==> src/edf_pkg.sv <==
// Shared types, constants and codes for the EDF job scheduler.
`default_nettype none
package edf_pkg;

    localparam int NUM_SLOTS = 16;
    localparam int SLOT_W    = $clog2(NUM_SLOTS);

    localparam logic CMD_RELEASE = 1'b0;
    localparam logic CMD_TICK    = 1'b1;

    typedef enum logic [2:0] {
        EV_START    = 3'd0,
        EV_RESUME   = 3'd1,
        EV_FINISH   = 3'd2,
        EV_MISS     = 3'd3,
        EV_PREEMPT  = 3'd4,
        EV_IDLE     = 3'd5,
        EV_ACCEPTED = 3'd6,
        EV_REJECTED = 3'd7
    } t_evk;

    typedef enum logic [3:0] {
        ST_IDLE,
        ST_REL,
        ST_SCAN,
        ST_PICK,
        ST_IDLE_EV,
        ST_PRE,
        ST_START,
        ST_RUN,
        ST_FIN,
        ST_FLUSH
    } t_state;

    typedef struct packed {
        logic        command;
        logic [7:0]  task_id;
        logic [15:0] exec_time;
        logic [15:0] rel_deadline;
    } t_in_item;

    typedef struct packed {
        logic [2:0]  event_kind;
        logic [3:0]  slot_index;
        logic [7:0]  event_task;
        logic [31:0] event_time;
        logic [15:0] remaining_out;
        logic [31:0] waiting_out;
        logic        last_event;
    } t_out_item;

    // best candidate handed along the chain
    typedef struct packed {
        logic              v;
        logic [SLOT_W-1:0] idx;
        logic [31:0]       dl;
        logic [31:0]       rel;
    } t_best;

    // contents of one slot as seen by the sequencer
    typedef struct packed {
        logic        valid;
        logic [7:0]  task_id;
        logic [15:0] exec;
        logic [15:0] rem;
        logic [31:0] rel;
        logic [31:0] dl;
        logic        started;
    } t_view;

    // broadcast control from the sequencer to every cell
    typedef struct packed {
        logic              scan;
        logic [SLOT_W-1:0] pos;
        logic [31:0]       now;
        logic              run_v;
        logic [SLOT_W-1:0] run_idx;
        logic [SLOT_W-1:0] tgt_idx;
        logic              wr;
        logic [7:0]        wr_task;
        logic [15:0]       wr_exec;
        logic [31:0]       wr_dl;
        logic              dec;
        logic              start;
        logic              clr;
    } t_cell_ctl;

endpackage
`default_nettype wire

==> src/edf_cell.sv <==
// One job table slot: holds the job and passes the best candidate to its neighbor.
`default_nettype none
module edf_cell import edf_pkg::*; (
    input  wire logic              i_clk,
    input  wire logic              i_rst_n,
    input  wire logic [SLOT_W-1:0] i_idx,
    input  wire t_cell_ctl         i_ctl,
    input  wire t_best             i_best,
    output t_best                  o_best,
    output t_view                  o_view
);

    logic        r_valid;
    logic [7:0]  r_task;
    logic [15:0] r_exec;
    logic [15:0] r_rem;
    logic [31:0] r_rel;
    logic [31:0] r_dl;
    logic        r_started;
    t_best       r_best;

    logic  act;
    logic  tgt;
    logic  miss;
    logic  cand;
    logic  beats;
    t_best n_best;

    assign act  = i_ctl.scan && (i_ctl.pos == i_idx);
    assign tgt  = (i_ctl.tgt_idx == i_idx);
    assign miss = r_valid && (r_dl <= i_ctl.now);
    assign cand = r_valid && !miss;

    always_comb begin
        if (!i_best.v) begin
            beats = 1'b1;
        end else if (r_dl != i_best.dl) begin
            beats = r_dl < i_best.dl;
        end else if (i_ctl.run_v && i_ctl.run_idx == i_best.idx) begin
            beats = 1'b0;
        end else if (i_ctl.run_v && i_ctl.run_idx == i_idx) begin
            beats = 1'b1;
        end else begin
            beats = r_rel > i_best.rel;
        end
    end

    always_comb begin
        n_best = i_best;
        if (cand && beats) begin
            n_best.v   = 1'b1;
            n_best.idx = i_idx;
            n_best.dl  = r_dl;
            n_best.rel = r_rel;
        end
    end

    always_ff @(posedge i_clk) begin
        if (!i_rst_n) begin
            r_valid <= 1'b0;
        end else if (act && miss) begin
            r_valid <= 1'b0;
        end else if (i_ctl.wr && tgt) begin
            r_valid <= 1'b1;
        end else if (i_ctl.clr && tgt) begin
            r_valid <= 1'b0;
        end
    end

    always_ff @(posedge i_clk) begin
        if (act) begin
            r_best <= n_best;
        end
        if (i_ctl.wr && tgt) begin
            r_task    <= i_ctl.wr_task;
            r_exec    <= i_ctl.wr_exec;
            r_rem     <= i_ctl.wr_exec;
            r_rel     <= i_ctl.now;
            r_dl      <= i_ctl.wr_dl;
            r_started <= 1'b0;
        end
        if (i_ctl.dec && tgt) begin
            r_rem <= r_rem - 16'd1;
        end
        if (i_ctl.start && tgt) begin
            r_started <= 1'b1;
        end
    end

    assign o_best = r_best;

    always_comb begin
        o_view.valid   = r_valid;
        o_view.task_id = r_task;
        o_view.exec    = r_exec;
        o_view.rem     = r_rem;
        o_view.rel     = r_rel;
        o_view.dl      = r_dl;
        o_view.started = r_started;
    end

endmodule
`default_nettype wire

==> config.mk <==
export PLATFORM = sky130hd
export DESIGN_NAME = edf_cell
export DESIGN_NICKNAME = d
export VERILOG_FILES = /design/src/edf_pkg.sv /design/src/edf_cell.sv
export SDC_FILE = /design/constraint.sdc
export NUM_CORES = 1
export LEC_CHECK = 0
export BUFFER_PORTS_ARGS = -buffer_cell sky130_fd_sc_hd__buf_2
export CORE_ASPECT_RATIO = 2
export CORE_MARGIN = 2
export CORE_UTILIZATION = 35
export DETAILED_ROUTE_END_ITERATION = 7
export HOLD_SLACK_MARGIN = 0.08
export PLACE_DENSITY = 0.66
export SKIP_CTS_REPAIR_TIMING = 1
export SLEW_MARGIN = 20
export SYNTH_ARGS = -nofsm -noshare
export SYNTH_HDL_FRONTEND = slang
export SYNTH_SLANG_ARGS = --single-unit
==> constraint.sdc <==
create_clock -name i_clk -period 11.58 [get_ports i_clk]
set_input_delay 1.158 -clock i_clk [delete_from_list [all_inputs] [get_ports i_clk]]
set_output_delay 1.158 -clock i_clk [all_outputs]
set_load 0.01 [all_outputs]
==> results.py <==
metrics = {
    "clocking": {
        "path_clk_slew_ns": 0.07,
        "cts_tree": "done",
        "cts.sinks": 175,
        "cts_buffer_depth": 2,
        "worstSkewPairLatency_ns": 0.46,
        "numCtsBuffers": 17,
        "root_buffer": "clkbuf_16",
        "cts.htree.levels": 4,
    },
    "yosys": {
        "synth_area_per_cell_sq_um": 10.8,
        "synth_warnings": 0,
        "yosys.area_share.simple_pct": 8.97,
        "synth.net_count": 1250,
        "synth_top_family_by_area": "compound AO/OA/AOI/OAI gates",
        "synth_edf_count": 173,
        "synth_fa_ha_area_share_pct": 11.6,
        "syn_area_sq_um": 10500,
        "synthArstFlopShare_pct": 0,
        "yosysSeqAreaShare_pct": 49.8,
        "ys_ff_latch": 175,
        "synthXorXnorAreaFrac_pct": 2.25,
        "synth.area.mux_share_pct": 0,
        "synth_compound_area_share_pct": 20.7,
        "synthCells": 972,
        "synth_flop_cell": "edfxtp_1",
        "synth_cell_types": 42,
    },
    "floorplan": {
        "die_w_um": 126,
        "die_area_sq_um": 31500,
        "initial_utilization_pct": 35.6,
        "top_level_ports": 356,
        "core_sq_um": 29500,
        "row_count": 89,
        "die_height_um": 249,
    },
    "timing": {
        "max_freq_mhz": 234,
        "fin_crit_sh_pct": 37.0,
        "slew_viol_final": 0,
        "hold_viol": 0,
        "finalClockSkew_ns": 0.0169,
        "fin_ws_ns": 7.30,
        "relSlewSlack_pct": 28.2,
        "worst_pin_slew_ns": 1.08,
        "tns_ns": 0,
        "fin_crit_ns": 4.28,
        "grt_setup_unrepaired": "false",
        "setup_violations": 0,
    },
    "place": {
        "dp_slack_ns": 6.84,
        "gp_congestion": 0.864,
        "place.port_buffers": 355,
        "place_area_sq_um": 12600,
        "hpwl_mm": 27.8,
    },
    "drt": {
        "viasPerCell": 5.68,
        "ant_nets": 0,
        "routed_wl_mm": 38.0,
        "vias": 9497,
        "drc": 0,
        "drt_pass1_iterations": 5,
        "first_iter_violations": 592,
        "post_drt_wl_per_cell_um": 22.7,
    },
    "grt": {
        "grt_overflow_total": 0,
        "antenna_found_initial": 9,
        "grt_use_total_pct": 23.7,
        "grt_max_degree": 71,
        "grt_pass1_wl_mm": 56.7,
        "grt_pass1_vias": 9768,
    },
    "cells_and_area": {
        "layout_common_cells": "buf_2, edfxtp_1, inv_1, o21ai_0, ha_1",
        "postLayoutCoreUtil_pct": 44.6,
        "final_common_cell": "buf_2",
        "regArea_sq_um": 5240,
        "drive_gt1_share_pct": 32.9,
        "multi_input_area_sq_um": 4630,
        "fill_cells": 2806,
        "nets": 1563,
        "area_delta_synth_final_pct": 25.4,
        "final_cell_area_sq_um": 13200,
    },
    "run": {
        "maxCapViolCount": 0,
    },
    "worst_setup_path": {
        "worstSetupPathType": "input port to register",
        "cp_max_fo": 37,
        "end_kind": "register",
        "reg2reg_slack_ns": 7.55,
        "cp.arrival_ns": 4.55,
        "required_ns": 11.85,
        "startpoint_type": "input port",
    },
    "worst_hold_path": {
        "hold_path.class": "register to register",
    },
    "outcome": {
        "status": "completed",
    },
    "power": {
        "p_per_area_nw_per_um2": 117,
        "p_leak_uw": 0.00560,
        "peakVddDrop_mv": 0.0973,
    },
}
## state kept, by name (all words and copies together) (netlist names)
name and count:
o_best 69, r_dl 32, r_exec 16, r_rel 32, r_rem 16, r_started 1, r_task 8, r_valid 1
## cells by family (layout without fill, tap and decap cells)
family                     count (synthesis)  after routing
AOI/OAI and AO/OA                        306            306
and+or+nand+nor                          190            190
buffers and inverters                    177            503
DFF                                      175            175
adders and majority gates                 97             97
xor gates and xnor gates                  27             27
other                                      0              9
## stage by stage
| step | hold slack (ns) | power [uW] | instances |
|---|---|---|---|
| final | 0.475 | 1550 | 1671 |
| after global routing | 0.500 | 1600 | 1670 |
| after CTS | 0.475 | 1560 | 1662 |
| after detailed placement | 0.455 | 973 | 1630 |
| after global placement | 0.455 | 966 | 1630 |
| after floorplan | 0.444 | 872 | 972 |
## report_power, final
group          switching [uW]  internal, uW
clock network             268           318
logic                     136          87.2
registers                15.4           720
total                     420          1130
## final timing paths
| path | start | end | cells after the start |
|---|---|---|---|
| max reg2reg | r_dl[15]$_DFFE_PP_ | o_best[17]$_DFFE_PP_ | 8 |
| max | i_ctl[84] | o_best[17]$_DFFE_PP_ | 10 |
| min | r_started$_SDFFE_PP1P_ | r_started$_SDFFE_PP1P_ | 1 |
| min reg2reg | r_started$_SDFFE_PP1P_ | r_started$_SDFFE_PP1P_ | 1 |
## Yosys cell counts, types with 2 or more instances
cell type	count	area, sq um
a221oi_1	3	26.3
buf_6	3	33.8
or4_1	3	22.5
xor2_1	16	140
inv_1	104	390
o211ai_2	20	250
nor2b_1	6	37.5
o21ai_0	97	485
o21a_1	3	22.5
xnor2_1	11	96.3
clkbuf_1	54	203
buf_1	4	15.0
nand2_1	42	158
buf_2	9	45.0
ha_1	97	1210
o2111ai_1	68	596
a21oi_1	39	195
a21boi_0	3	22.5
a21o_1	9	67.6
dfxtp_1	2	40.0
a221o_1	2	20.0
nand4_1	22	138
nor3_1	10	50.1
buf_4	2	15.0
nand3_1	83	415
nor2_1	12	45.0
a211oi_1	2	15.0
edfxtp_1	173	5190
nor4_1	8	50.1
a2111o_1	2	22.5
o211ai_1	52	390
## critical path: stages
cell      delay, ns
buf_2          0.08
inv_1          0.04
ha_1           0.30
nand4_1        0.12
nor3_1         0.71
o21ai_0        0.44
a21oi_4        0.86
buf_4          0.49
o21ai_0        0.13
o211ai_1       0.22
## final cells by class
class / count / share of cell area [%]
Multi-Input combinational cell: 620 / 35.1
Antenna cell: 9 / 0.171
Clock inverter: 13 / 1.05
Sequential cell: 175 / 39.8
Tap cell: 364 / 3.46
Timing Repair Buffer: 366 / 14.1
Inverter: 105 / 3.01
Clock buffer: 19 / 3.29
## routing by layer
metal  track usage, %  up-vias  share of wire (%)
met5                0        -                  0
met4             14.1        0                5.2
met3             4.60       85                6.0
met2             44.3      450                 55
met1             23.6     4573                 34
li1                 -     4389                  -
Power figures use the tool's default switching activity.
